[config.mk]
export PLATFORM = sky130hd
export DESIGN_NAME = tick_sample_position_mapper
export DESIGN_NICKNAME = d
export VERILOG_FILES = /design/src/tspm_pkg.sv /design/src/tick_sample_position_mapper.sv
export VERILOG_INCLUDE_DIRS = /design/src /design/src/src
export SDC_FILE = /design/constraint.sdc
export NUM_CORES = 1
export LEC_CHECK = 0
export BUFFER_PORTS_ARGS = -buffer_cell sky130_fd_sc_hd__buf_2
export CAP_MARGIN = 20
export CORE_ASPECT_RATIO = 0.75
export CORE_MARGIN = 1.5
export CORE_UTILIZATION = 56
export DETAILED_ROUTE_END_ITERATION = 10
export PLACE_DENSITY = 0.75
export SYNTH_ARGS = -nofsm -noshare
export SYNTH_HDL_FRONTEND = slang
export SYNTH_SLANG_ARGS = --single-unit
export TNS_END_PERCENT = 20
[constraint.sdc]
create_clock -name clk -period 8.31 [get_ports clk]
set_input_delay 1.662 -clock clk [delete_from_list [all_inputs] [get_ports clk]]
set_output_delay 1.662 -clock clk [all_outputs]
set_load 0.02 [all_outputs]
[src/tick_sample_position_mapper_assert.svh]
// ----------------------------------------------------------------------------
// Tick sample position mapper assertion macros
// Shared assertion forms, clocked on clk and held off during rst.
// ----------------------------------------------------------------------------
`ifndef TICK_SAMPLE_POSITION_MAPPER_ASSERT_SVH
`define TICK_SAMPLE_POSITION_MAPPER_ASSERT_SVH

// Check a consequence in the same cycle as its cause
`define TSPM_ASSERT_SAME(label, ante, cons, msg) \
  label: assert property (@(posedge clk) disable iff (rst) (ante) |-> (cons)) \
    else $error(msg);

// Check a consequence in the cycle after its cause
`define TSPM_ASSERT_NEXT(label, ante, cons, msg) \
  label: assert property (@(posedge clk) disable iff (rst) (ante) |=> (cons)) \
    else $error(msg);

`endif

[src/tspm_pkg.sv]
// ----------------------------------------------------------------------------
// Tick sample position mapper package
// Request and result types, operation codes, sequencer states and widths.
// ----------------------------------------------------------------------------
package tspm_pkg;

  // Field widths
  localparam int unsigned POS_W   = 64;
  localparam int unsigned RATIO_W = 20;
  localparam int unsigned RATE_W  = 20;
  localparam int unsigned CNT_W   = $clog2(POS_W);

  // Ticks per second of the tick index
  localparam int unsigned TICK_RATE = 1000;
  // Remainder width of the rate divider, remainder stays below TICK_RATE
  localparam int unsigned TR_W = $clog2(TICK_RATE) + 1;
  localparam logic [TR_W:0] TICK_RATE_C = (TR_W + 1)'(TICK_RATE);

  // Ratio after reset
  localparam logic [RATIO_W-1:0] RATIO_RESET = RATIO_W'(48);

  // Operation codes
  localparam logic [1:0] KIND_SAMPLE = 2'd0;
  localparam logic [1:0] KIND_TICKS  = 2'd1;
  localparam logic [1:0] KIND_REBASE = 2'd2;
  localparam logic [1:0] KIND_NONE   = 2'd3;

  typedef enum logic [1:0] {
    ST_IDLE,
    ST_MUL,
    ST_DIV,
    ST_DONE
  } state_t;

  typedef struct packed {
    logic [1:0]              kind;
    logic signed [POS_W-1:0] position;
    logic [RATE_W-1:0]       new_rate;
  } in_item_t;

  typedef struct packed {
    logic signed [POS_W-1:0] value;
    logic                    accepted;
  } out_item_t;

endpackage

[src/tick_sample_position_mapper.sv]
// ----------------------------------------------------------------------------
// Tick sample position mapper
// Maps tick indices to sample positions and back around a stored anchor,
// and moves the anchor on a rebase request. Multiply and divide run one
// bit per cycle through shift registers.
// ----------------------------------------------------------------------------
//  channel   direction  handshake           payload
//  in        input      in_valid/in_stall   in_item  (tspm_pkg::in_item_t)
//  out       output     out_valid/out_stall out_item (tspm_pkg::out_item_t)
//  cfg       input      cfg_we              cfg_wdata (ratio loaded at once)
//
//  Sample-for-tick, ticks-reached and rebase requests run from acceptance
//  through the bit-serial multiply or the restoring divide, one bit of the
//  64-bit operand per cycle, to a registered result; an unused kind goes
//  straight to the final step. The next request is accepted the cycle after
//  the result is registered, so no request is taken while one is in work.
//  A stalled result holds the block in its final step. rst is synchronous
//  and loads the anchor with zero and the ratio with 48.
// ----------------------------------------------------------------------------
`include "tick_sample_position_mapper_assert.svh"

module tick_sample_position_mapper (
  input  logic                               clk,
  input  logic                               rst,
  input  logic                               in_valid,
  output logic                               in_stall,
  input  tspm_pkg::in_item_t                 in_item,
  output logic                               out_valid,
  input  logic                               out_stall,
  output tspm_pkg::out_item_t                out_item,
  input  logic                               cfg_we,
  input  logic [tspm_pkg::RATIO_W-1:0]       cfg_wdata
);

  localparam logic [tspm_pkg::CNT_W-1:0] CNT_LAST = tspm_pkg::CNT_W'(tspm_pkg::POS_W - 1);
  localparam logic [tspm_pkg::CNT_W-1:0] CNT_RATE = tspm_pkg::CNT_W'(tspm_pkg::RATE_W);

  tspm_pkg::state_t state, state_next;

  // Architectural state
  logic [tspm_pkg::POS_W-1:0]   anchor_sample;
  logic [tspm_pkg::POS_W-1:0]   anchor_tick;
  logic [tspm_pkg::RATIO_W-1:0] ratio;

  // Request registers
  logic [1:0]                   kind_q;
  logic [tspm_pkg::POS_W-1:0]   pos_q;
  logic                         less_q;
  logic [tspm_pkg::CNT_W-1:0]   cnt;

  // Serial datapath
  logic [tspm_pkg::POS_W-1:0]   work;
  logic [tspm_pkg::POS_W-1:0]   prod;
  logic [tspm_pkg::RATIO_W:0]   hi;
  logic [tspm_pkg::RATIO_W-1:0] rem;
  logic [tspm_pkg::RATE_W-1:0]  rate_q;
  logic [tspm_pkg::TR_W-1:0]    rrem;

  logic                         in_fire;
  logic                         done_fire;
  logic [tspm_pkg::POS_W-1:0]   sub_b;
  logic [tspm_pkg::POS_W-1:0]   diff;
  logic                         less;
  logic [tspm_pkg::RATIO_W+1:0] mt;
  logic [tspm_pkg::RATIO_W:0]   dt;
  logic [tspm_pkg::RATIO_W:0]   dsub;
  logic                         dge;
  logic [tspm_pkg::TR_W:0]      rt;
  logic [tspm_pkg::TR_W:0]      rsub;
  logic                         rge;
  logic                         rebase_ok;
  logic [tspm_pkg::POS_W-1:0]   qterm;
  tspm_pkg::out_item_t          result;

  assign in_fire   = in_valid && !in_stall;
  assign done_fire = (state == tspm_pkg::ST_DONE) && (!out_valid || !out_stall);

  // Offset of the request position from the matching anchor
  assign sub_b = (in_item.kind == tspm_pkg::KIND_TICKS) ? anchor_sample : anchor_tick;
  assign diff  = in_item.position - sub_b;
  assign less  = $signed(in_item.position) < $signed(sub_b);

  // Multiply step: add the ratio for one offset bit and one anchor bit, emit the low bit
  assign mt = {1'b0, hi}
            + {2'b00, ratio & {tspm_pkg::RATIO_W{work[0]}}}
            + {{(tspm_pkg::RATIO_W + 1){1'b0}}, prod[0]};

  // Divide step: restoring division by the ratio, dividend MSB first
  assign dt   = {rem, work[tspm_pkg::POS_W-1]};
  assign dsub = dt - {1'b0, ratio};
  assign dge  = dt >= {1'b0, ratio};

  // Rate step: restoring division of the new rate by the tick rate
  assign rt   = {rrem, rate_q[tspm_pkg::RATE_W-1]};
  assign rsub = rt - tspm_pkg::TICK_RATE_C;
  assign rge  = rt >= tspm_pkg::TICK_RATE_C;

  // Rebase needs a nonzero whole multiple of the tick rate at or after the anchor
  assign rebase_ok = (kind_q == tspm_pkg::KIND_REBASE) && !less_q
                  && (rrem == '0) && (rate_q != '0);

  // Tick offset: one back before the anchor, zero for a zero ratio
  always_comb begin
    if (less_q) begin
      qterm = '1;
    end else if (ratio == '0) begin
      qterm = '0;
    end else begin
      qterm = work;
    end
  end

  // Form the result
  always_comb begin
    result.value    = '0;
    result.accepted = 1'b0;
    case (kind_q)
      tspm_pkg::KIND_SAMPLE: begin
        result.value    = prod;
        result.accepted = 1'b1;
      end
      tspm_pkg::KIND_TICKS: begin
        result.value    = anchor_tick + qterm;
        result.accepted = 1'b1;
      end
      tspm_pkg::KIND_REBASE: begin
        result.accepted = rebase_ok;
      end
      default: begin
        result.accepted = 1'b0;
      end
    endcase
  end

  // Sequencer state
  always_ff @(posedge clk) begin
    if (rst) begin
      state <= tspm_pkg::ST_IDLE;
    end else begin
      state <= state_next;
    end
  end

  always_comb begin
    state_next = state;
    in_stall   = 1'b1;
    case (state)
      tspm_pkg::ST_IDLE: begin
        in_stall = 1'b0;
        if (in_valid) begin
          case (in_item.kind)
            tspm_pkg::KIND_SAMPLE: state_next = tspm_pkg::ST_MUL;
            tspm_pkg::KIND_REBASE: state_next = tspm_pkg::ST_MUL;
            tspm_pkg::KIND_TICKS:  state_next = tspm_pkg::ST_DIV;
            default:               state_next = tspm_pkg::ST_DONE;
          endcase
        end
      end
      tspm_pkg::ST_MUL: begin
        if (cnt == CNT_LAST) begin
          state_next = tspm_pkg::ST_DONE;
        end
      end
      tspm_pkg::ST_DIV: begin
        if (cnt == CNT_LAST) begin
          state_next = tspm_pkg::ST_DONE;
        end
      end
      tspm_pkg::ST_DONE: begin
        if (!out_valid || !out_stall) begin
          state_next = tspm_pkg::ST_IDLE;
        end
      end
      default: begin
        state_next = tspm_pkg::ST_IDLE;
      end
    endcase
  end

  // Load a request, then advance the serial datapath one bit per cycle
  always_ff @(posedge clk) begin
    if (in_fire) begin
      kind_q <= in_item.kind;
      pos_q  <= in_item.position;
      rate_q <= in_item.new_rate;
      less_q <= less;
      work   <= diff;
      prod   <= anchor_sample;
      hi     <= '0;
      rem    <= '0;
      rrem   <= '0;
      cnt    <= '0;
    end else if (state == tspm_pkg::ST_MUL) begin
      work <= {1'b0, work[tspm_pkg::POS_W-1:1]};
      prod <= {mt[0], prod[tspm_pkg::POS_W-1:1]};
      hi   <= mt[tspm_pkg::RATIO_W+1:1];
      cnt  <= cnt + 1'b1;
      if (cnt < CNT_RATE) begin
        rrem   <= rge ? rsub[tspm_pkg::TR_W-1:0] : rt[tspm_pkg::TR_W-1:0];
        rate_q <= {rate_q[tspm_pkg::RATE_W-2:0], rge};
      end
    end else if (state == tspm_pkg::ST_DIV) begin
      work <= {work[tspm_pkg::POS_W-2:0], dge};
      rem  <= dge ? dsub[tspm_pkg::RATIO_W-1:0] : dt[tspm_pkg::RATIO_W-1:0];
      cnt  <= cnt + 1'b1;
    end
  end

  // Update the anchor and ratio on a good rebase; a config write loads the ratio and wins over a rebase
  always_ff @(posedge clk) begin
    if (rst) begin
      anchor_sample <= '0;
      anchor_tick   <= '0;
      ratio         <= tspm_pkg::RATIO_RESET;
    end else if (cfg_we) begin
      ratio <= cfg_wdata;
    end else if (done_fire && rebase_ok) begin
      anchor_sample <= prod;
      anchor_tick   <= pos_q;
      ratio         <= rate_q;
    end
  end

  // Output register
  always_ff @(posedge clk) begin
    if (rst) begin
      out_valid <= 1'b0;
    end else if (done_fire) begin
      out_valid <= 1'b1;
    end else if (!out_stall) begin
      out_valid <= 1'b0;
    end
  end

  always_ff @(posedge clk) begin
    if (done_fire) begin
      out_item <= result;
    end
  end

  // Assertions
  `TSPM_ASSERT_NEXT(a_busy_after_request, in_fire, state != tspm_pkg::ST_IDLE, "request not taken into work")
  `TSPM_ASSERT_NEXT(a_mul_ends, (state == tspm_pkg::ST_MUL) && (cnt == CNT_LAST), state == tspm_pkg::ST_DONE, "multiply did not end after last bit")
  `TSPM_ASSERT_NEXT(a_result_only_from_done, (state != tspm_pkg::ST_DONE) && !(out_valid && out_stall), !out_valid, "result shown without a finished request")
  `TSPM_ASSERT_SAME(a_rem_below_ratio, (state == tspm_pkg::ST_DIV) && (ratio != '0), rem < ratio, "divide remainder reached the ratio")

endmodule
==> flow_summary.ini <==
[die]
die_h_um = 203
die_w_um = 270
start_util = 0.567
io_pins = 178
coreArea_mm2 = 0.0529
core.rowCount = 73
dieArea_mm2 = 0.0549

[cells_and_area]
drive_above_1_share = 0.0960
nets = 3727
area_growth_pct = 10.4
nFillCells = 4499
instances_no_fill = 4183

[logic_synthesis]
syn-num-nets = 3658
yosysTopAreaCellShare = 0.281
ys_async_sr_fraction = 0
syn_inst = 3360
avgSynthCellArea_um2 = 8.92
yosysTopAreaCell = edfxtp_1
synth_cell_type_count = 84
ys_seq_elements = 489
yosysSeqAreaShare = 0.420
synth_area_mm2 = 0.0300
synth_edf_count = 280
synth_most_common_cell = nand2_1
ys_warn_count = 0
ys.flop_type = edfxtp_1
synthTopCellsByCount = nand2_1 (665), a21oi_1 (354), edfxtp_1 (280)
synth.area.top_cells = edfxtp_1 (28%), dfxtp_1 (14%), nand2_1 (8.3%)

[placed_design]
portBuffers = 177
place_inst = 4085
hpwlAfterDp_um = 63200
gp_congestion = 0.960
pre_cts_ws_ps = 2130

[global_route]
grt_overflow = 0
grt_usage = 0.316
grt_first_pass_wirelength_um = 137000
grt_pass1_vias = 24100
grt_max_degree = 162
antenna_found_initial = 2

[detailed_routing]
avgRoutedWirePerCell_um = 21.3
drt-total-wl_um = 89300
final_antenna_net_count = 0
vias = 25800
drc = 0
drtIter0Drc = 3056
first_pass_iters = 5
via_per_inst = 6.17

[clock_network]
cts_hold_buf = 0
root_buffer = clkbuf_16
cts_tree = done
clock_sinks = 489
insertion_delay_ps = 610
cts_setup_buffers = 0
clk_pin_slew_worst_paths_ps = 60
cts_buffers = 51
cts.path.max_buffers = 3
cts_resized = 0
cts_max_level = 2

[timing]
rsz0062_at_grt = false
setup_viol = 0
slew_viol_final = 0
relSlewSlack = 0.282
max_freq_ghz = 0.162
layout_min_cycle_time_ps = 6170
period_share = 0.743
worst_slew_pin_slew_ps = 1080
worst_slack_ps = 2140
tns_ps = 0
skew_ps = 22.0
hold_violations = 0

[critical_path]
critical_path_class = reg2reg
required_ps = 8650
slowest_delay_ps = 630
crit_arrival_ps = 6510
path_cells = nor4_1 -> and3_1 -> nand3_2 -> buf_4 -> a21o_1 -> ha_1 -> nand3_1 -> a211oi_1 -> a21oi_1 -> a21oi_1 -> o2111ai_1 -> a21oi_2 -> nor3b_1 -> buf_4 -> o41ai_1 -> a311o_1 -> nor2_1 -> a211o_1
crit_fanout = 27
end_kind = flop
start_kind = flop
path_buf_inv = 2
critPathSlowestCell = o41ai_1
critPathTopFamily = compound AO/OA/AOI/OAI gates

[min_path]
hp-class = reg2reg

[pwr]
cellLeakagePower_nw = 13.4
fin_total_pwr_mw = 9.79
ir_drop_v = 0.000238
power_density_mw_per_mm2 = 296

[outcome]
status = complete, no violations

[run]
cap_viol_max_count = 0
[placed cells by master, fill, tap and decap left out, types with 27 or more instances in the layout]
| cell | count |
|---|---|
| edfxtp_1 | 280 |
| a31oi_1 | 27 |
| a21oi_1 | 354 |
| ha_1 | 181 |
| nand4_1 | 38 |
| xnor2_1 | 94 |
| and2_1 | 37 |
| nand2_1 | 663 |
| inv_1 | 70 |
| dfxtp_1 | 209 |
| nand2b_1 | 27 |
| clkbuf_16 | 53 |
| a211oi_1 | 36 |
| buf_2 | 176 |
| mux2i_1 | 212 |
| nor2b_1 | 35 |
| o21ai_0 | 162 |
| a21o_1 | 141 |
| nor2_1 | 227 |
| xor2_1 | 55 |
| nand3_1 | 59 |
[kinds of logic (layout without fill, tap and decap cells)]
logic type               Yosys count  after routing  synth area share
AO/OA/AOI/OAI                    873            873             0.179
AND/OR/NAND/NOR                 1185           1185             0.171
buffers and inverters            258            368            0.0329
other                              0              1                 0
flip-flops                       489            489             0.420
multiplexers                     219            219            0.0734
adder cells (fa/ha/maj)          187            187            0.0793
XOR/XNOR                         149            149            0.0435
[state kept, by name (all words and copies together), names as in the netlist]
name,count
kind_q,2
anchor_tick,64
rem,20
less_q,1
out_valid,1
ratio,20
prod,64
rrem,11
work,64
cnt,6
out_item,65
hi,21
anchor_sample,64
state,2
pos_q,64
rate_q,20
[through the flow]
step / util / cell area (µm²) / hold WS (ps)
2_1_floorplan: - / 30000 / 425
3_3_place_gp: 0.592 / 31300 / 432
3_5_place_dp: 0.592 / 31300 / 443
4_1_cts: 0.624 / 33000 / 454
5_1_grt: 0.625 / 33100 / 474
6_report: 0.626 / 33100 / 452
[report_power, final]
group / switching, mW / leakage [nW] / internal, mW
combinational: 2.19 / 8.17 / 1.27
clock: 1.02 / 0.824 / 1.33
sequential: 0.528 / 4.40 / 3.44
[path summary, 6_finish.rpt]
| path | from | end | slack, ps | cells past startpoint |
|---|---|---|---|---|
| hold / removal | hi[20] | hi[20] | 450 | 2 |
| hold reg to reg | hi[20] | hi[20] | 450 | 2 |
| setup / recovery | ratio[10] | out_item[63] | 2140 | 18 |
| setup reg to reg | ratio[10] | out_item[63] | 2140 | 18 |
[tightest hold or removal path, cell delays in order, from the launching register on]
cell and delay [ps]:
dfxtp_1 320, nand2_1 60, a31oi_1 30
[layer usage]
| layer | routed length (µm) | part of all wire | up-vias | GRT usage |
|---|---|---|---|---|
| met5 | 13 | 0.00015 | - | 0 |
| met4 | 1890 | 0.021 | 2 | 0.0813 |
| met3 | 9650 | 0.11 | 134 | 0.0672 |
| met2 | 36700 | 0.41 | 1261 | 0.454 |
| met1 | 41000 | 0.46 | 12300 | 0.480 |
| li1 | - | - | 12100 | - |
[layout make-up]
cell class | count | area, µm² | share of cell area
Multi-Input combinational cell | 2613 | 16500 | 0.498
Sequential cell | 489 | 12600 | 0.381
Clock buffer | 69 | 1460 | 0.0440
Timing Repair Buffer | 203 | 1160 | 0.0350
Tap cell | 712 | 891 | 0.0269
Inverter | 71 | 274 | 0.00828
Clock inverter | 25 | 240 | 0.00726
Antenna cell | 1 | 2.50 | 0.0000756
Power figures use the tool's default switching activity.
